===== config.mk =====
export PLATFORM = sky130hd
export DESIGN_NAME = two_integer_line_parser_unit
export DESIGN_NICKNAME = d
export VERILOG_FILES = /design/src/hdl/tilp_pkg.sv /design/src/hdl/tilp_front.sv /design/src/hdl/tilp_queue.sv /design/src/hdl/tilp_back.sv /design/src/hdl/two_integer_line_parser_unit.sv
export SDC_FILE = /design/constraint.sdc
export NUM_CORES = 1
export LEC_CHECK = 0
export BUFFER_PORTS_ARGS = -buffer_cell sky130_fd_sc_hd__buf_4
export CAP_MARGIN = 20
export CORE_MARGIN = 3
export CORE_UTILIZATION = 40
export DETAILED_ROUTE_END_ITERATION = 16
export PLACE_DENSITY = 0.61
export SYNTH_ARGS = -nofsm -noshare
export SYNTH_HDL_FRONTEND = slang
export SYNTH_SLANG_ARGS = --single-unit

===== constraint.sdc =====
create_clock -name clk -period 3.5 [get_ports clk]
set_input_delay 0 -clock clk [delete_from_list [all_inputs] [get_ports clk]]
set_output_delay 0 -clock clk [all_outputs]
set_load 0.005 [all_outputs]

===== src/hdl/tilp_pkg.sv =====
package tilp_pkg;

	localparam int unsigned QUEUE_DEPTH = 2;

	localparam logic [7:0] CH_NUL   = 8'h00;
	localparam logic [7:0] CH_TAB   = 8'h09;
	localparam logic [7:0] CH_LF    = 8'h0A;
	localparam logic [7:0] CH_CR    = 8'h0D;
	localparam logic [7:0] CH_SPACE = 8'h20;
	localparam logic [7:0] CH_PLUS  = 8'h2B;
	localparam logic [7:0] CH_MINUS = 8'h2D;
	localparam logic [7:0] CH_DIG0  = 8'h30;
	localparam logic [7:0] CH_DIG9  = 8'h39;

	localparam logic [1:0] TOKENS_MAX = 2'd2;

	localparam logic LINE_PARSED  = 1'b0;
	localparam logic LINE_DROPPED = 1'b1;

	// what the back end has to do with one beat
	typedef enum logic [1:0] {
		OP_CHAR = 2'd0,
		OP_END  = 2'd1,
		OP_DROP = 2'd2
	} op_kind_t;

	typedef enum logic [2:0] {
		CLS_ZERO   = 3'd0,
		CLS_SPACE  = 3'd1,
		CLS_INNER  = 3'd2,
		CLS_PLUS   = 3'd3,
		CLS_MINUS  = 3'd4,
		CLS_DIGIT  = 3'd5,
		CLS_OTHER  = 3'd6
	} char_cls_t;

	typedef enum logic [3:0] {
		PH_BETWEEN = 4'b0001,
		PH_SKIP    = 4'b0010,
		PH_DIGITS  = 4'b0100,
		PH_DONE    = 4'b1000
	} phase_t;

	typedef struct packed {
		op_kind_t  kind;
		char_cls_t cls;
		logic [3:0] digit;
	} op_t;

endpackage


===== src/hdl/tilp_front.sv =====
module tilp_front
	import tilp_pkg::*;
#(
	parameter int unsigned LINE_BUFFER_SIZE = 127
) (
	input  logic       clk,
	input  logic       arst_n,
	input  logic       in_valid,
	input  logic [7:0] rx_byte,
	input  logic       q_full,
	output logic       in_ready,
	output logic       push,
	output op_t        push_op
);

	localparam int unsigned CNT_W = $clog2(LINE_BUFFER_SIZE);
	localparam logic [CNT_W-1:0] DROP_AT = CNT_W'(LINE_BUFFER_SIZE - 2);

	logic [CNT_W-1:0] char_count_q;
	logic             is_term;

	assign in_ready = !q_full;
	assign push     = in_valid && in_ready;
	assign is_term  = (rx_byte == CH_LF) || (rx_byte == CH_CR);

	always_comb begin
		push_op.digit = rx_byte[3:0];
		case (rx_byte) inside
			CH_NUL:             push_op.cls = CLS_ZERO;
			CH_SPACE:           push_op.cls = CLS_SPACE;
			[CH_TAB:CH_CR]:     push_op.cls = CLS_INNER;
			CH_PLUS:            push_op.cls = CLS_PLUS;
			CH_MINUS:           push_op.cls = CLS_MINUS;
			[CH_DIG0:CH_DIG9]:  push_op.cls = CLS_DIGIT;
			default:            push_op.cls = CLS_OTHER;
		endcase
		// a terminator on an empty line is stored like any other character
		if (is_term && char_count_q != '0) begin
			push_op.kind = OP_END;
		end else if (char_count_q == DROP_AT) begin
			push_op.kind = OP_DROP;
		end else begin
			push_op.kind = OP_CHAR;
		end
	end

	always_ff @(posedge clk or negedge arst_n) begin
		if (!arst_n) begin
			char_count_q <= '0;
		end else if (push) begin
			if (push_op.kind == OP_CHAR) begin
				char_count_q <= char_count_q + 1'b1;
			end else begin
				char_count_q <= '0;
			end
		end
	end

endmodule


===== src/hdl/tilp_queue.sv =====
module tilp_queue
	import tilp_pkg::*;
(
	input  logic clk,
	input  logic arst_n,
	input  logic push,
	input  op_t  push_op,
	input  logic pop,
	output logic full,
	output logic not_empty,
	output op_t  head_op
);

	localparam int unsigned PTR_W = $clog2(QUEUE_DEPTH);
	localparam int unsigned CNT_W = $clog2(QUEUE_DEPTH + 1);

	op_t              entries_q [QUEUE_DEPTH];
	logic [PTR_W-1:0] wr_ptr_q;
	logic [PTR_W-1:0] rd_ptr_q;
	logic [CNT_W-1:0] count_q;

	assign full      = (count_q == CNT_W'(QUEUE_DEPTH));
	assign not_empty = (count_q != '0);
	assign head_op   = entries_q[rd_ptr_q];

	always_ff @(posedge clk) begin
		if (push) begin
			entries_q[wr_ptr_q] <= push_op;
		end
	end

	always_ff @(posedge clk or negedge arst_n) begin
		if (!arst_n) begin
			wr_ptr_q <= '0;
			rd_ptr_q <= '0;
			count_q  <= '0;
		end else begin
			if (push) begin
				wr_ptr_q <= (wr_ptr_q == PTR_W'(QUEUE_DEPTH - 1)) ? '0 : wr_ptr_q + 1'b1;
			end
			if (pop) begin
				rd_ptr_q <= (rd_ptr_q == PTR_W'(QUEUE_DEPTH - 1)) ? '0 : rd_ptr_q + 1'b1;
			end
			case ({push, pop})
				2'b10:   count_q <= count_q + 1'b1;
				2'b01:   count_q <= count_q - 1'b1;
				default: count_q <= count_q;
			endcase
		end
	end

endmodule


===== src/hdl/tilp_back.sv =====
module tilp_back
	import tilp_pkg::*;
(
	input  logic               clk,
	input  logic               arst_n,
	input  logic               q_not_empty,
	input  op_t                q_op,
	output logic               pop,
	output logic               out_valid,
	input  logic               out_ready,
	output logic signed [15:0] flow_x,
	output logic signed [15:0] flow_y,
	output logic [1:0]         tokens_used,
	output logic               line_status
);

	// per-line parse state
	phase_t      phase_q,   phase_n;
	logic [1:0]  idx_q,     idx_n;
	logic        neg_q,     neg_n;
	logic [15:0] acc_q,     acc_n;
	logic [15:0] pf_q,      pf_n;
	logic [15:0] ps_q,      ps_n;
	logic        zero_q,    zero_n;
	logic [15:0] held_x_q,  held_x_n;
	logic [15:0] held_y_q,  held_y_n;

	// outcome of closing the current token
	logic [1:0]  fin_idx;
	logic [15:0] fin_pf;
	logic [15:0] fin_ps;
	logic [15:0] fin_val;

	phase_t      ph;
	logic [15:0] acc_x10;
	logic        out_valid_q;
	logic [15:0] flow_x_q;
	logic [15:0] flow_y_q;
	logic [1:0]  tokens_q;
	logic        status_q;
	logic        emit;

	assign pop      = q_not_empty && (!out_valid_q || out_ready);
	assign emit     = pop && (q_op.kind != OP_CHAR);
	assign acc_x10  = {acc_q[12:0], 3'b000} + {acc_q[14:0], 1'b0};
	assign fin_val  = neg_q ? (16'd0 - acc_q) : acc_q;

	always_comb begin
		fin_idx = idx_q;
		fin_pf  = pf_q;
		fin_ps  = ps_q;
		if (phase_q != PH_BETWEEN && idx_q < TOKENS_MAX) begin
			if (idx_q == 2'd0) begin
				fin_pf = fin_val;
			end else begin
				fin_ps = fin_val;
			end
			fin_idx = idx_q + 1'b1;
		end
	end

	always_comb begin
		phase_n  = phase_q;
		idx_n    = idx_q;
		neg_n    = neg_q;
		acc_n    = acc_q;
		pf_n     = pf_q;
		ps_n     = ps_q;
		zero_n   = zero_q;
		held_x_n = held_x_q;
		held_y_n = held_y_q;
		ph       = phase_q;
		case (q_op.kind)
			OP_CHAR: begin
				if (!zero_q) begin
					if (q_op.cls == CLS_ZERO) begin
						zero_n = 1'b1;
					end else if (q_op.cls == CLS_SPACE) begin
						idx_n   = fin_idx;
						pf_n    = fin_pf;
						ps_n    = fin_ps;
						phase_n = PH_BETWEEN;
					end else begin
						if (phase_q == PH_BETWEEN) begin
							if (idx_q >= TOKENS_MAX) begin
								ph = PH_DONE;
							end else begin
								ph    = PH_SKIP;
								neg_n = 1'b0;
								acc_n = '0;
							end
						end
						phase_n = ph;
						case (ph)
							PH_SKIP: begin
								case (q_op.cls)
									CLS_INNER: phase_n = PH_SKIP;
									CLS_PLUS:  phase_n = PH_DIGITS;
									CLS_MINUS: begin
										neg_n   = 1'b1;
										phase_n = PH_DIGITS;
									end
									CLS_DIGIT: begin
										acc_n   = {12'd0, q_op.digit};
										phase_n = PH_DIGITS;
									end
									default:   phase_n = PH_DONE;
								endcase
							end
							PH_DIGITS: begin
								if (q_op.cls == CLS_DIGIT) begin
									acc_n = acc_x10 + {12'd0, q_op.digit};
								end else begin
									phase_n = PH_DONE;
								end
							end
							default: phase_n = ph;
						endcase
					end
				end
			end
			OP_END, OP_DROP: begin
				if (q_op.kind == OP_END) begin
					if (fin_idx >= 2'd1) begin
						held_x_n = fin_pf;
					end
					if (fin_idx >= TOKENS_MAX) begin
						held_y_n = fin_ps;
					end
				end
				phase_n = PH_BETWEEN;
				idx_n   = '0;
				neg_n   = 1'b0;
				acc_n   = '0;
				pf_n    = '0;
				ps_n    = '0;
				zero_n  = 1'b0;
			end
			default: begin
				phase_n = phase_q;
			end
		endcase
	end

	always_ff @(posedge clk or negedge arst_n) begin
		if (!arst_n) begin
			phase_q  <= PH_BETWEEN;
			idx_q    <= '0;
			neg_q    <= 1'b0;
			acc_q    <= '0;
			pf_q     <= '0;
			ps_q     <= '0;
			zero_q   <= 1'b0;
			held_x_q <= '0;
			held_y_q <= '0;
		end else if (pop) begin
			phase_q  <= phase_n;
			idx_q    <= idx_n;
			neg_q    <= neg_n;
			acc_q    <= acc_n;
			pf_q     <= pf_n;
			ps_q     <= ps_n;
			zero_q   <= zero_n;
			held_x_q <= held_x_n;
			held_y_q <= held_y_n;
		end
	end

	always_ff @(posedge clk or negedge arst_n) begin
		if (!arst_n) begin
			out_valid_q <= 1'b0;
		end else if (emit) begin
			out_valid_q <= 1'b1;
		end else if (out_ready) begin
			out_valid_q <= 1'b0;
		end
	end

	always_ff @(posedge clk) begin
		if (emit) begin
			flow_x_q <= held_x_n;
			flow_y_q <= held_y_n;
			tokens_q <= (q_op.kind == OP_END) ? fin_idx : 2'd0;
			status_q <= (q_op.kind == OP_END) ? LINE_PARSED : LINE_DROPPED;
		end
	end

	assign out_valid   = out_valid_q;
	assign flow_x      = flow_x_q;
	assign flow_y      = flow_y_q;
	assign tokens_used = tokens_q;
	assign line_status = status_q;

endmodule


===== src/hdl/two_integer_line_parser_unit.sv =====
// Byte-stream line parser: takes one received character per beat and, at each CR or LF that
// closes a non-empty line, reports the held X and Y values after the first two space-separated
// tokens of that line have been read as signed decimal integers (16-bit wrap), with the count of
// values updated. A line that reaches LINE_BUFFER_SIZE-1 characters is dropped and reported with
// line_status set. Sustained rate is one byte per clock while no result is held: the front end
// keeps the line length and classifies each byte, a two-entry queue decouples it from the back
// end, and the back end runs the token parse (one multiply-by-ten-and-add per byte) and owns the
// result register. A byte that causes a result is written into the queue, popped by the back
// end and then captured in the result register, which raises out_valid; a held result stops
// the back end and, once the queue fills, the input.
module two_integer_line_parser_unit
	import tilp_pkg::*;
#(
	parameter int unsigned LINE_BUFFER_SIZE = 127
) (
	input  logic               clk,
	input  logic               arst_n,
	input  logic               in_valid,
	output logic               in_ready,
	input  logic [7:0]         rx_byte,
	output logic               out_valid,
	input  logic               out_ready,
	output logic signed [15:0] flow_x,
	output logic signed [15:0] flow_y,
	output logic [1:0]         tokens_used,
	output logic               line_status
);

	logic q_full;
	logic q_not_empty;
	logic push;
	logic pop;
	op_t  push_op;
	op_t  head_op;

	tilp_front #(
		.LINE_BUFFER_SIZE(LINE_BUFFER_SIZE)
	) u_front (
		.clk      (clk),
		.arst_n   (arst_n),
		.in_valid (in_valid),
		.rx_byte  (rx_byte),
		.q_full   (q_full),
		.in_ready (in_ready),
		.push     (push),
		.push_op  (push_op)
	);

	tilp_queue u_queue (
		.clk       (clk),
		.arst_n    (arst_n),
		.push      (push),
		.push_op   (push_op),
		.pop       (pop),
		.full      (q_full),
		.not_empty (q_not_empty),
		.head_op   (head_op)
	);

	tilp_back u_back (
		.clk         (clk),
		.arst_n      (arst_n),
		.q_not_empty (q_not_empty),
		.q_op        (head_op),
		.pop         (pop),
		.out_valid   (out_valid),
		.out_ready   (out_ready),
		.flow_x      (flow_x),
		.flow_y      (flow_y),
		.tokens_used (tokens_used),
		.line_status (line_status)
	);

endmodule


# [Word level (Yosys, flattened, before mapping)]
# Memories as Yosys holds them, arrays and structs flattened.
# Cells that the tools add are included.
# Widths: inputs -> output; s select.
[word_totals] register_bits=135 mem_bits_rw=18 inputBits=12 out_inout_bits=37 wordCells=162 n_memories=1
[mem_list] memory="u_queue.entries_q" depth=2 width=9 rd=1 rd_ports_with_merged_regs=0 write_ports=1 line_no="tilp_queue.sv:17" rtl="op_t entries_q [QUEUE_DEPTH];"
[classes] addsub=9 n_lt_le_gt_ge=8 n_eq_ne=24 mux=74 n_reduce_logical=28
[op_table] op="$mux 16" n=24
[op_table] op="$pmux 16 s2" n=4
[op_table] op="$mux 4" n=10
[op_table] op="$eq 8x6->1 const B" n=3
[op_table] op="$pmux 4 s2" n=3
[op_table] op="$add 16x16->16" n=1
[op_table] op="$add 16x4->16" n=1
[op_table] op="$eq 8x4->1 const B" n=2
[op_table] op="$mux 1" n=16
[op_table] op="$sub 1x16->16 const A" n=1
[op_table] op="$mux 3" n=5
[op_table] op="$mux 2" n=7
[op_table] op="$reduce_and 5->1" n=2
[op_table] op="$reduce_bool 2->1" n=5
[op_table] op="$ge 8x4->1 const B" n=1
[op_table] op="$ge 8x6->1 const B" n=1
[op_table] op="$le 8x4->1 const B" n=1
[op_table] op="$le 8x6->1 const B" n=1
[op_table] op="$logic_not 8->1" n=1
[op_table] op="$pmux 2 s2" n=2
[op_table] op="$add 7x1->7 const B" n=1
[op_table] op="$eq 7x7->1 const B" n=1
[op_table] op="$logic_and 1x1->1" n=7
[op_table] op="$mux 7" n=1
[op_table] op="other kinds (27)" n=42

# [Longest topological paths before layout]
# Gate-level depths: netlist of the first run.
[depth] ltp_word=13 depth_mapped=12

# [By module]
# Synthesis of the first run repeated with hierarchy kept, for this count alone.
[unflattened] hier_cells=771 hier_area_um2=7995.2
[by_module_without_submodules] module="tilp_back" n_inst=1 cells_each=655 area_per_inst_um2=6507.5 seq_area_each_um2=3279.4
[by_module_without_submodules] module="tilp_queue" n_inst=1 cells_each=44 area_per_inst_um2=835.8 seq_area_each_um2=640.6
[by_module_without_submodules] module="tilp_front" n_inst=1 cells_each=72 area_per_inst_um2=651.9 seq_area_each_um2=175.2

# [Least setup slack after synthesis of the first run]
# Ideal clock, no wire load.
[synth_path] path_kind="reg2reg" start="register u_queue.rd_ptr_q" end="register u_back.flow_x_q[0], in the netlist u_back.flow_x[0] (enable)" setup_time_ns=0.427 arrival_ns=2.774 t_required_ns=3.073 setup_slack_ns=0.299 path_stages_with_launch=6 path_buffers=2 path_cell_list="dfrtp_1 -> buf_2 -> buf_1 -> mux2i_1 -> ha_1 -> nor2_1"
[synth_between] elab_chain_cells=3
[synth_rtl] element="start, declared" line_no="tilp_queue.sv:19" rtl="logic [PTR_W-1:0] rd_ptr_q;"
[synth_rtl] element="start signal, assigned" line_no="tilp_queue.sv:42" rtl="rd_ptr_q <= (rd_ptr_q == PTR_W'(QUEUE_DEPTH - 1)) ? '0 : rd_ptr_q + 1'b1;"
[synth_rtl] element="$mem_v2 2x9"
[synth_rtl] element="$reduce_bool 2->1" line_no="tilp_back.sv:44" rtl="assign emit = pop && (q_op.kind != OP_CHAR);"
[synth_rtl] element="$logic_and 1x1->1" line_no="tilp_back.sv:44"
[synth_rtl] element="via u_back.emit" line_no="tilp_back.sv:41" rtl="logic emit;"
[synth_rtl] element="end signal, assigned" line_no="tilp_back.sv:181" rtl="flow_x_q <= held_x_n;"
[synth_rtl] element="end, declared" line_no="tilp_back.sv:37" rtl="logic [15:0] flow_x_q;"
# The timed path passes the listed nets, and every way through them passes these cells.
# A chain may end at the register's enable or synchronous reset.

# [Worst setup path in the final report of the first run]
[layout_path] start="register u_queue.rd_ptr_q" end="register u_back.acc_q[14]"
[layout_between] elab_chain_cells=8 word_cells_on_any_way=21 classes_between="1 x add/sub; 7 x eq/ne; 7 x mux; 5 x reduce/logical; 1 x memory"
[layout_rtl] element="$mem_v2 2x9 *"
[layout_rtl] element="$add 16x4->16 / $eq 3x3->1 (equally long branches)" line_no="tilp_back.sv:112, tilp_back.sv:96, tilp_back.sv:111"
[layout_rtl] element="$mux 16 (on tied branches)" line_no="tilp_back.sv:111, tilp_back.sv:96"
[layout_rtl] element="$pmux 16 s2" line_no="tilp_back.sv:94" rtl="case (ph)"
[layout_rtl] element="$mux 16" line_no="tilp_back.sv:78" rtl="end else if (q_op.cls == CLS_SPACE) begin"
[layout_rtl] element="$mux 16" line_no="tilp_back.sv:76" rtl="if (q_op.cls == CLS_ZERO) begin"
[layout_rtl] element="$mux 16" line_no="tilp_back.sv:75" rtl="if (!zero_q) begin"
[layout_rtl] element="$pmux 16 s2" line_no="tilp_back.sv:73" rtl="case (q_op.kind)"
[layout_rtl] element="end signal, assigned" line_no="tilp_back.sv:160" rtl="acc_q <= acc_n;"
[layout_rtl] element="end, declared" line_no="tilp_back.sv:21" rtl="logic [15:0] acc_q, acc_n;"
# Mark *: on every way between the ends. The rest lies on a longest branch, timed or not. The select of a mux whose other input is x is not followed.

==> results of run 1 <==
kinds of logic (layout without fill, tap and decap cells):
kind of cell | Yosys count | after routing
simple gates | 252 | 252
compound gates | 245 | 245
flops | 153 | 153
buf+inv | 61 | 120
fa+ha+maj | 38 | 38
xor+xnor | 34 | 34
mux | 28 | 28
cell usage in the layout, fill, tap and decap left out, drive strengths merged, types with 7 or more instances in the layout:
master       Yosys  routed
a21o             7       7
a21oi           47      47
a22o            15      15
a22oi           12      12
a31oi            9       9
and2             7       7
buf             21      62
clkbuf          22      17
dfrtp           99      99
dlygate4sd3      0       8
edfxtp          53      53
ha              36      36
inv             17      23
mux2            10      10
mux2i           18      18
nand2          115     115
nand3            7       7
nor2            51      51
nor2b           12      12
nor3            18      18
o21ai          108     108
o31ai           18      18
or3              7       7
xnor2           19      19
xor2            15      15
per-stage QoR:
stage / cells / area, um2 / worst slack, ns / hold slack, ns / power [W]
after floorplan: 811 / 8140 / 0.299 / -0.296 / 0.00444
after CTS: 1135 / 9450 / 0.656 / 0.0278 / 0.00727
after global placement: 1095 / 8750 / 0.758 / 0.108 / 0.00530
after global routing: 1135 / 9450 / 0.426 / 0.0614 / 0.00769
final: 1135 / 9450 / 0.685 / 0.0485 / 0.00719
after detailed placement: 1095 / 8750 / 0.669 / 0.103 / 0.00533
layout make-up:
class	count	area, um2
fill	1823	10300
multi-input combinational	597	3790
clock inverter	15	189
inverter	18	67.6
sequential	153	4100
clock buffer	17	425
timing repair buffer	70	546
tap	265	332
synth_stat cells, drive strengths merged (12+ instances only):
cell type	count	share of area, %
a21oi	47	2.9
inv	17	0.78
nor2	51	2.4
nor3	18	1.2
a22oi	12	1.1
clkbuf	22	1.0
edfxtp	53	20
nor2b	12	0.92
buf	21	1.4
ha	36	5.5
nand2	115	5.3
o31ai	18	1.7
xnor2	19	2.0
a22o	15	1.6
xor2	15	1.6
mux2i	18	2.2
dfrtp	99	30
o21ai	108	6.7
path summary, 6_finish.rpt:
| check | to | slack, ns | cells past startpoint |
|---|---|---|---|
| setup / recovery | u_back.acc_q[14] | 0.69 | 10 |
| hold / removal | u_queue.entries_q[0][7] | 0.05 | 3 |
| setup reg to reg | u_back.acc_q[14] | 0.69 | 10 |
| hold reg to reg | u_back.ps_q[1] | 0.48 | 2 |
| max in group asynchronous | u_back.phase_q[0] | 2.46 | 3 |
| min in group asynchronous | u_back.held_x_q[15] | 0.18 | 2 |
metal layers:
layer	part of all wire [%]	routed length (um)	vias up
met3	3.3	569	26
met4	2.2	380	0
met5	0	0	-
met2	46	7840	108
met1	49	8320	2846
li1	-	-	3038
state kept, by name (all words and copies together), names as in the netlist:
name and flops:
u_front.char_count_q 7, u_back.out_valid 1, u_queue.wr_ptr_q 1, u_back.flow_y 16, u_back.held_y_q 16, u_back.flow_x 16
u_back.zero_q 1, u_back.pf_q 16, u_back.held_x_q 16, u_queue.count_q 2, u_back.idx_q 2, u_queue.rd_ptr_q 1
u_back.tokens_used 2, u_back.neg_q 1, u_back.line_status 1, u_back.phase_q 4, u_queue.entries_q 18, u_back.ps_q 16
u_back.acc_q 16
worst min-delay path: cells and delay by family:
family | cells | cell delay (ns)
buf+inv | 1 | 0.11
simple gates | 2 | 0.19
power groups by stage:
stage	registers [W]	logic (W)	clock network, W
floorplan	0.00266	0.00178	0
detailed placement	0.00271	0.00261	0
CTS	0.00268	0.00263	0.00196
global placement	0.00270	0.00260	0
finish	0.00267	0.00260	0.00191
global route	0.00274	0.00292	0.00203
what timing repair did:
| item | CTS | global route |
|---|---|---|
| resized for setup | 0 | 0 |
| hold buffers | 8 | 0 |
| endpoints found under the hold margin | 63 | 0 |
| buffers inserted | 0 | 0 |
==> flow_summary.json, run 1 <==
{
  "fin_worst_skew_ns": 0.00742,
  "die_y_um": 149,
  "critical_path_class": "reg2reg",
  "pwr-share-clk_pct": 26.6,
  "antenna_found_initial": 0,
  "ant_nets": 0,
  "async_flop_share_pct": 65.4,
  "dr.first_iter.drc_count": 355,
  "drive_gt1_share_pct": 14.0,
  "cp-end-kind": "register",
  "dp_hpwl_um": 12100,
  "p_int_w": 0.00451,
  "tritoncts": "done",
  "ys_dominant_reg_cell": "dfrtp_1",
  "grt_pass1_wl_um": 29000,
  "numClockSinks": 153,
  "cts_buffers": 17,
  "netlist_area_um2": 8140,
  "yosys.area_share.simple_pct": 14.7,
  "slew_violations": 0,
  "swShare_pct": 37.2,
  "critPathTopFamily": "compound AO/OA/AOI/OAI gates",
  "grt_pass1_vias": 5705,
  "synth_edf_count": 53,
  "nNetsFinal": 907,
  "yosysWarnings": 0,
  "route.detailed.drc": 0,
  "p_comb_share_pct": 36.2,
  "required_ns": 3.82,
  "htreeDepth": 4,
  "pin_count": 49,
  "areaGrowthSynthToFinish_pct": 16.1,
  "p_sw_w": 0.00267,
  "clockBufferDepth": 2,
  "synth_fa_ha_area_share_pct": 6.03,
  "cp_max_fo": 4,
  "min_period_ns": 2.81,
  "drt-total-wl_um": 17100,
  "regToRegStartpoint": "u_queue.rd_ptr_q",
  "synth-compound-area-share_pct": 18.4,
  "vias": 6018,
  "gr-usage-met1_pct": 22.5,
  "ir_worst_vdd_mv": 0.334,
  "place_congestion": 0.840,
  "io_buffers": 48,
  "synth-xor-area-share_pct": 3.66,
  "syn_inst": 811,
  "power_frac_seq_pct": 37.2,
  "synth.area.mux_share_pct": 3.60,
  "outcome": "complete, no violations",
  "drtPass1Iterations": 5,
  "worst_pin_slew_ns": 0.906,
  "busiest_layer": "met2",
  "routed_via_density": 5.30,
  "dieArea_um2": 22100,
  "post-route-period-util_pct": 80.4,
  "hold_violations": 0,
  "synthesis.nets": 861,
  "hp-start": "rx_byte[5]",
  "synth_cell_type_count": 68,
  "cellLeakagePower_nw": 4.01,
  "rsz0062_at_grt": "no",
  "powerDensity_nw_per_um2": 761,
  "grt_max_degree": 55,
  "synth.avg_cell_area_um2": 10.0,
  "root_buffer": "clkbuf_16",
  "max_stage_delay_ns": 0.42,
  "ys_ff_latch": 153,
  "cp.buffers_inverters": 0,
  "grtUsageTotal_pct": 16.2,
  "path_clk_slew_ns": 0.06,
  "tns_ns": 0,
  "die_x_um": 149,
  "yosysSeqAreaShare_pct": 50.3,
  "route.detailed.wl_per_inst_um": 15.1,
  "core_area_um2": 19700,
  "grt_util_met2_pct": 24.8,
  "rows": 51,
  "setup_viol": 0,
  "hold_path.class": "in2reg",
  "max_cap_viol_count": 0,
  "grt-ovfl-total": 0,
  "relSlewSlack_pct": 39.6,
  "grt_util_met3_pct": 3.14,
  "slowest_stage": "dfrtp_1",
  "cp-start-kind": "register",
  "clock_latency_ns": 0.43,
  "diodes": 0,
  "start_util_pct": 41.3,
  "arrival_ns": 3.13,
  "critPathLaunch": "u_queue.rd_ptr_q",
  "clock.fmax_mhz": 355,
  "cp_cell_sequence": "mux2_2 -> ha_1 -> ha_1 -> fa_1 -> a21oi_1 -> o21a_1 -> o21ai_0 -> a21oi_1 -> xnor2_1 -> a22o_1",
  "fin_util_pct": 47.9,
  "synth_top_family_by_area": "compound AO/OA/AOI/OAI gates"
}
(Power assumes the default switching activity.)
==> run 2, diff against run 1 <==
Settings changed: PLACE_DENSITY 0.61 to 0.63.
Clock period 3.5 ns to 2.5 ns, I/O delays scaled along.
==> run 2 against run 1 <==
The run now ends with negative setup slack left. Clock skew rose by 0.0067 ns. Worst hold slack got worse by 0.0072 ns. Combinational power rose by 82%. Cell area rose by 8.5%. Die area did not move. Wire length rose by 4.6%. Sequential power rose by 39%. Critical path type unchanged. Largest cell class unchanged.
==> flow_summary.json, run 2 (synthesis results as in run 1) <==
{
  "diodes": 0,
  "cp-start-kind": "register",
  "cp_max_fo": 4,
  "rsz0062_at_grt": "yes",
  "cp.buffers_inverters": 1,
  "clock_latency_ns": 0.43,
  "placed_area_um2": 9370,
  "fin_worst_skew_ns": 0.0141,
  "core_area_um2": 19700,
  "regToRegStartpoint": "u_queue.rd_ptr_q",
  "ant_nets": 0,
  "drtPass1Iterations": 6,
  "required_ns": 2.81,
  "layout_commonest_cell": "nand2_1",
  "powerDensity_nw_per_um2": 1070,
  "worst_slack_ns": -0.0749,
  "hold_path.class": "in2reg",
  "failed_checks": "negative setup slack",
  "vias": 6289,
  "outcome": "finished with violations",
  "place_congestion": 0.860,
  "route.detailed.wl_per_inst_um": 15.0,
  "dr.first_iter.drc_count": 380,
  "rows": 51,
  "dp_hpwl_um": 12700,
  "drt-total-wl_um": 17900,
  "fin_area_um2": 10300,
  "setup_viol": 5,
  "pin_count": 49,
  "hold_violations": 0,
  "grt_max_degree": 71,
  "hp-start": "rx_byte[5]",
  "max_stage_delay_ns": 0.51,
  "critPathTopFamily": "adder cells",
  "io_buffers": 48,
  "die_y_um": 149,
  "htreeDepth": 4,
  "max_cap_viol_count": 0,
  "tritoncts": "done",
  "path_clk_slew_ns": 0.07,
  "dieArea_um2": 22100,
  "slew_violations": 0,
  "route.detailed.drc": 0,
  "regMostFlops": "u_queue.entries_q",
  "relSlewSlack_pct": 38.0,
  "antenna_found_initial": 0,
  "grt_pass1_vias": 5894,
  "min_period_ns": 2.57,
  "areaGrowthSynthToFinish_pct": 26.0,
  "grt-ovfl-total": 0,
  "worst_pin_slew_ns": 0.930,
  "ir_worst_vdd_mv": 0.601,
  "cellLeakagePower_nw": 4.40,
  "arrival_ns": 2.89,
  "critPathLaunch": "u_queue.rd_ptr_q",
  "slowest_stage": "fa_1",
  "cts_buffers": 17,
  "post-route-period-util_pct": 103,
  "drive_gt1_share_pct": 22.8,
  "cp-end-kind": "register",
  "routed_via_density": 5.26,
  "cp_cell_sequence": "mux2i_4 -> fa_1 -> inv_2 -> fa_2 -> a21oi_2 -> o21a_1 -> nand3_1 -> a31oi_1 -> xnor2_1 -> a22o_1",
  "nNetsFinal": 967,
  "grt_pass1_wl_um": 29500,
  "root_buffer": "clkbuf_16",
  "die_x_um": 149,
  "critical_path_class": "reg2reg",
  "most-common-layout-cells": "115 x nand2_1, 109 x buf_4, 98 x dfrtp_1",
  "grtUsageTotal_pct": 16.5,
  "largest_register_ffs": 18,
  "clockBufferDepth": 2,
  "fin_util_pct": 52.0,
  "clock.fmax_mhz": 388,
  "numClockSinks": 153,
  "start_util_pct": 41.3
}
run 2: stage by stage:
| step | total power (W) | setup TNS [ns] | cells | setup WS [ns] | hold slack [ns] |
|---|---|---|---|---|---|
| final | 0.0110 | -0.195 | 1195 | -0.0749 | 0.0413 |
| after CTS | 0.0107 | -0.211 | 1189 | -0.0704 | 0.0319 |
| after global placement | 0.00805 | -0.326 | 1148 | -0.114 | 0.198 |
| after floorplan | 0.00629 | -0.492 | 811 | -0.139 | -0.296 |
| after global routing | 0.0117 | -0.789 | 1195 | -0.168 | 0.0465 |
| after detailed placement | 0.00813 | -0.773 | 1148 | -0.181 | 0.205 |
run 2: routing by layer:
metal / vias to the layer above / part of all wire [%] / wire length, um / GRT usage [%]
met5: - / 0 / 0 / 0
met4: 0 / 1.8 / 316 / 5.27
met3: 24 / 3.5 / 626 / 3.66
met2: 118 / 48 / 8680 / 26.9
met1: 2990 / 46 / 8280 / 21.9
li1: 3157 / - / - / -
run 2: where the power goes:
part           leakage (nW)  internal [W]  switching, W  total, W
clock network         0.289       0.00145       0.00109   0.00255
logic                  2.24       0.00214       0.00259   0.00473
registers              1.86       0.00336      0.000355   0.00372
run 2: what timing repair did:
action	in CTS	in global routing
hold endpoints to repair	79	0
gates resized for setup	3	23
buffers inserted	1	4
pin swaps	3	8
cloned	0	2
setup endpoints to repair	9	70
hold buffers	8	0
run 2: worst paths after layout:
check,endpoint,cells after the start,slack (ns)
setup / recovery,u_back.acc_q[12],10,-0.07
hold / removal,u_queue.entries_q[0][7],3,0.04
setup reg to reg,u_back.acc_q[12],10,-0.07
hold reg to reg,u_back.pf_q[8],2,0.47
max in group asynchronous,u_back.held_x_q[15],3,1.51
min in group asynchronous,u_front.char_count_q[0],2,0.22
run 2: final cells by class:
cell class / instances / area (um2)
Clock buffer: 19 / 453
Clock inverter: 13 / 133
Fill cell: 1705 / 9460
Inverter: 18 / 67.6
Multi-Input combinational cell: 597 / 4010
Sequential cell: 153 / 4100
Tap cell: 265 / 332
Timing Repair Buffer: 130 / 1160
run 2: worst min-delay path, stage by stage:
cell and delay, ns:
buf_4 0.11, nand3b_1 0.10, nor3_1 0.08
==> run 3, diff against run 2 <==
Settings changed: SETUP_SLACK_MARGIN from default to 0.2, TNS_END_PERCENT from default to 5.
==> run 3 against run 2 <==
The flow still finishes with violations (negative setup slack). Combinational power increased by 4.4%. Count of clock-buffer cells in the layout is 1 lower. Sequential cell count stayed put. Largest cell class is now multi-input combinational cells. Critical path type unchanged. Register-to-register slack improved by 0.07 ns. Sequential share of layout area down 1.3 points. Cell area rose by 3.5%. Worst hold slack improved by 0.0097 ns. Clock skew down 0.0038 ns. Cell count hardly changed.
==> flow_summary.json, run 3 (synthesis results as in run 1) <==
{
  "outcome": "finished with violations",
  "failed_checks": "negative setup slack",
  "cp_max_fo": 4,
  "setup_viol": 1,
  "diodes": 0,
  "ir_worst_vdd_mv": 0.536,
  "drtPass1Iterations": 5,
  "cellLeakagePower_nw": 4.50,
  "post-route-period-util_pct": 100,
  "layout_commonest_cell": "buf_4",
  "hp-start": "rx_byte[5]",
  "most-common-layout-cells": "108 x buf_4, 97 x nand2_1, 94 x dfrtp_1",
  "core_area_um2": 19700,
  "io_buffers": 48,
  "grt_pass1_vias": 6031,
  "placed_area_um2": 9340,
  "slowest_stage": "dfrtp_2",
  "die_y_um": 149,
  "nFillCells": 1673,
  "grtUsageTotal_pct": 16.8,
  "multi_input_area_um2": 4410,
  "clock.fmax_mhz": 399,
  "p_int_w": 0.00697,
  "vias": 6365,
  "root_buffer": "clkbuf_16",
  "pwr-share-clk_pct": 22.5,
  "drt-total-wl_um": 18200,
  "rows": 51,
  "clock_latency_ns": 0.43,
  "route.detailed.drc": 0,
  "critPathLaunch": "u_queue.rd_ptr_q",
  "worst_pin_slew_ns": 0.730,
  "cp-start-kind": "register",
  "largest_register_ffs": 18,
  "relSlewSlack_pct": 51.2,
  "min_period_ns": 2.51,
  "areaGrowthSynthToFinish_pct": 30.5,
  "power_frac_seq_pct": 33.4,
  "swShare_pct": 37.8,
  "slew_violations": 0,
  "route.detailed.wl_per_inst_um": 15.2,
  "fin_area_um2": 10600,
  "antenna_found_initial": 0,
  "dr.first_iter.drc_count": 401,
  "rsz0062_at_grt": "yes",
  "place_congestion": 0.842,
  "required_ns": 2.82,
  "regMostFlops": "u_queue.entries_q",
  "grt-ovfl-total": 0,
  "path_clk_slew_ns": 0.07,
  "cp-end-kind": "register",
  "tritoncts": "done",
  "max_cap_viol_count": 0,
  "critPathTopFamily": "adder cells",
  "critical_path_class": "reg2reg",
  "regToRegStartpoint": "u_queue.rd_ptr_q",
  "clockBufferDepth": 2,
  "dieArea_um2": 22100,
  "grt_max_degree": 43,
  "die_x_um": 149,
  "htreeDepth": 4,
  "worst_slack_ns": -0.00517,
  "seqCellArea_um2": 4100,
  "hold_path.class": "in2reg",
  "p_comb_share_pct": 44.1,
  "tns_ns": -0.00517,
  "start_util_pct": 41.3,
  "fin_worst_skew_ns": 0.0103,
  "hold_violations": 0,
  "dp_hpwl_um": 12900,
  "max_stage_delay_ns": 0.46,
  "pin_count": 49,
  "p_sw_w": 0.00424,
  "cp.buffers_inverters": 0,
  "drive_gt1_share_pct": 30.6,
  "cts_buffers": 17,
  "cp_cell_sequence": "mux2_4 -> ha_4 -> ha_4 -> fa_2 -> a21oi_2 -> o21a_1 -> nand3_1 -> a31oi_1 -> xnor2_1 -> a22o_1",
  "grt_pass1_wl_um": 30200,
  "arrival_ns": 2.83,
  "critPathMostFrequentCell": "ha_4",
  "ant_nets": 0,
  "routed_via_density": 5.32,
  "numClockSinks": 153,
  "powerDensity_nw_per_um2": 1060,
  "nNetsFinal": 968,
  "timing.hold.ws_ns": 0.0511
}
-- run 3: cell types whose count changed in the layout (fill, tap and decap cells not counted), sizes merged --
| cell | before | now |
|---|---|---|
| buf | 120 | 123 |
| clkbuf | 21 | 18 |
| clkinv | 5 | 7 |
| inv | 24 | 23 |
-- run 3: worst register-to-register path, stage by stage (launching register included) --
cell and delay, ns:
dfrtp_2 0.46, mux2_4 0.34, ha_4 0.22, ha_4 0.16, fa_2 0.39, a21oi_2 0.14
o21a_1 0.17, nand3_1 0.08, a31oi_1 0.19, xnor2_1 0.08, a22o_1 0.17
-- run 3: timing repair --
item / 4_1_cts / 5_1_grt
gates resized for setup: 27 / 126
setup endpoints to repair: 103 / 121
buffers inserted: 1 / 4
pin swaps: 17 / 46
hold buffers: 8 / 0
endpoints found under the hold margin: 84 / 0
-- run 3: power by group through the flow --
| stage | sequential (W) | combinational [W] | clock, W |
|---|---|---|---|
| after floorplan | 0.00372 | 0.00258 | 0 |
| after global placement | 0.00374 | 0.00431 | 0 |
| after detailed placement | 0.00375 | 0.00435 | 0 |
| after CTS | 0.00372 | 0.00444 | 0.00257 |
| after global routing | 0.00382 | 0.00542 | 0.00269 |
| final | 0.00375 | 0.00494 | 0.00252 |
-- run 3: cell type report --
type	count	area share [%]
Clock buffer	18	4.14
Clock inverter	14	1.31
Inverter	18	0.636
Multi-Input combinational cell	597	41.5
Sequential cell	153	38.6
Tap cell	265	3.12
Timing Repair Buffer	131	10.6
-- run 3: path summary, 6_finish.rpt --
kind / to / slack, ns / cells past startpoint
max: u_back.acc_q[12] / -0.005 / 10
min: u_queue.entries_q[0][7] / 0.05 / 3
min in group asynchronous: u_front.char_count_q[1] / 0.06 / 2
max in group asynchronous: u_back.phase_q[0] / 1.67 / 3
max reg2reg: u_back.acc_q[12] / -0.005 / 10
min reg2reg: u_back.ps_q[9] / 0.48 / 2
-- run 3: layer usage --
metal | up-vias | track usage (%) | part of all wire (%)
li1 | 3166 | - | -
met1 | 3053 | 23.4 | 48
met3 | 23 | 3.29 | 3.2
met4 | 0 | 4.90 | 1.2
met2 | 123 | 26.9 | 48
met5 | - | 0 | 0
-- run 3: through the flow --
step / utilization (%) / worst slack, ns / total power, W / instances
finish: 53.8 / -0.00517 / 0.0112 / 1196
global route: 53.8 / -0.164 / 0.0119 / 1196
CTS: 51.4 / -0.0236 / 0.0107 / 1192
detailed placement: 47.4 / -0.110 / 0.00810 / 1151
global placement: 47.4 / -0.0808 / 0.00805 / 1151
floorplan: - / -0.139 / 0.00630 / 811
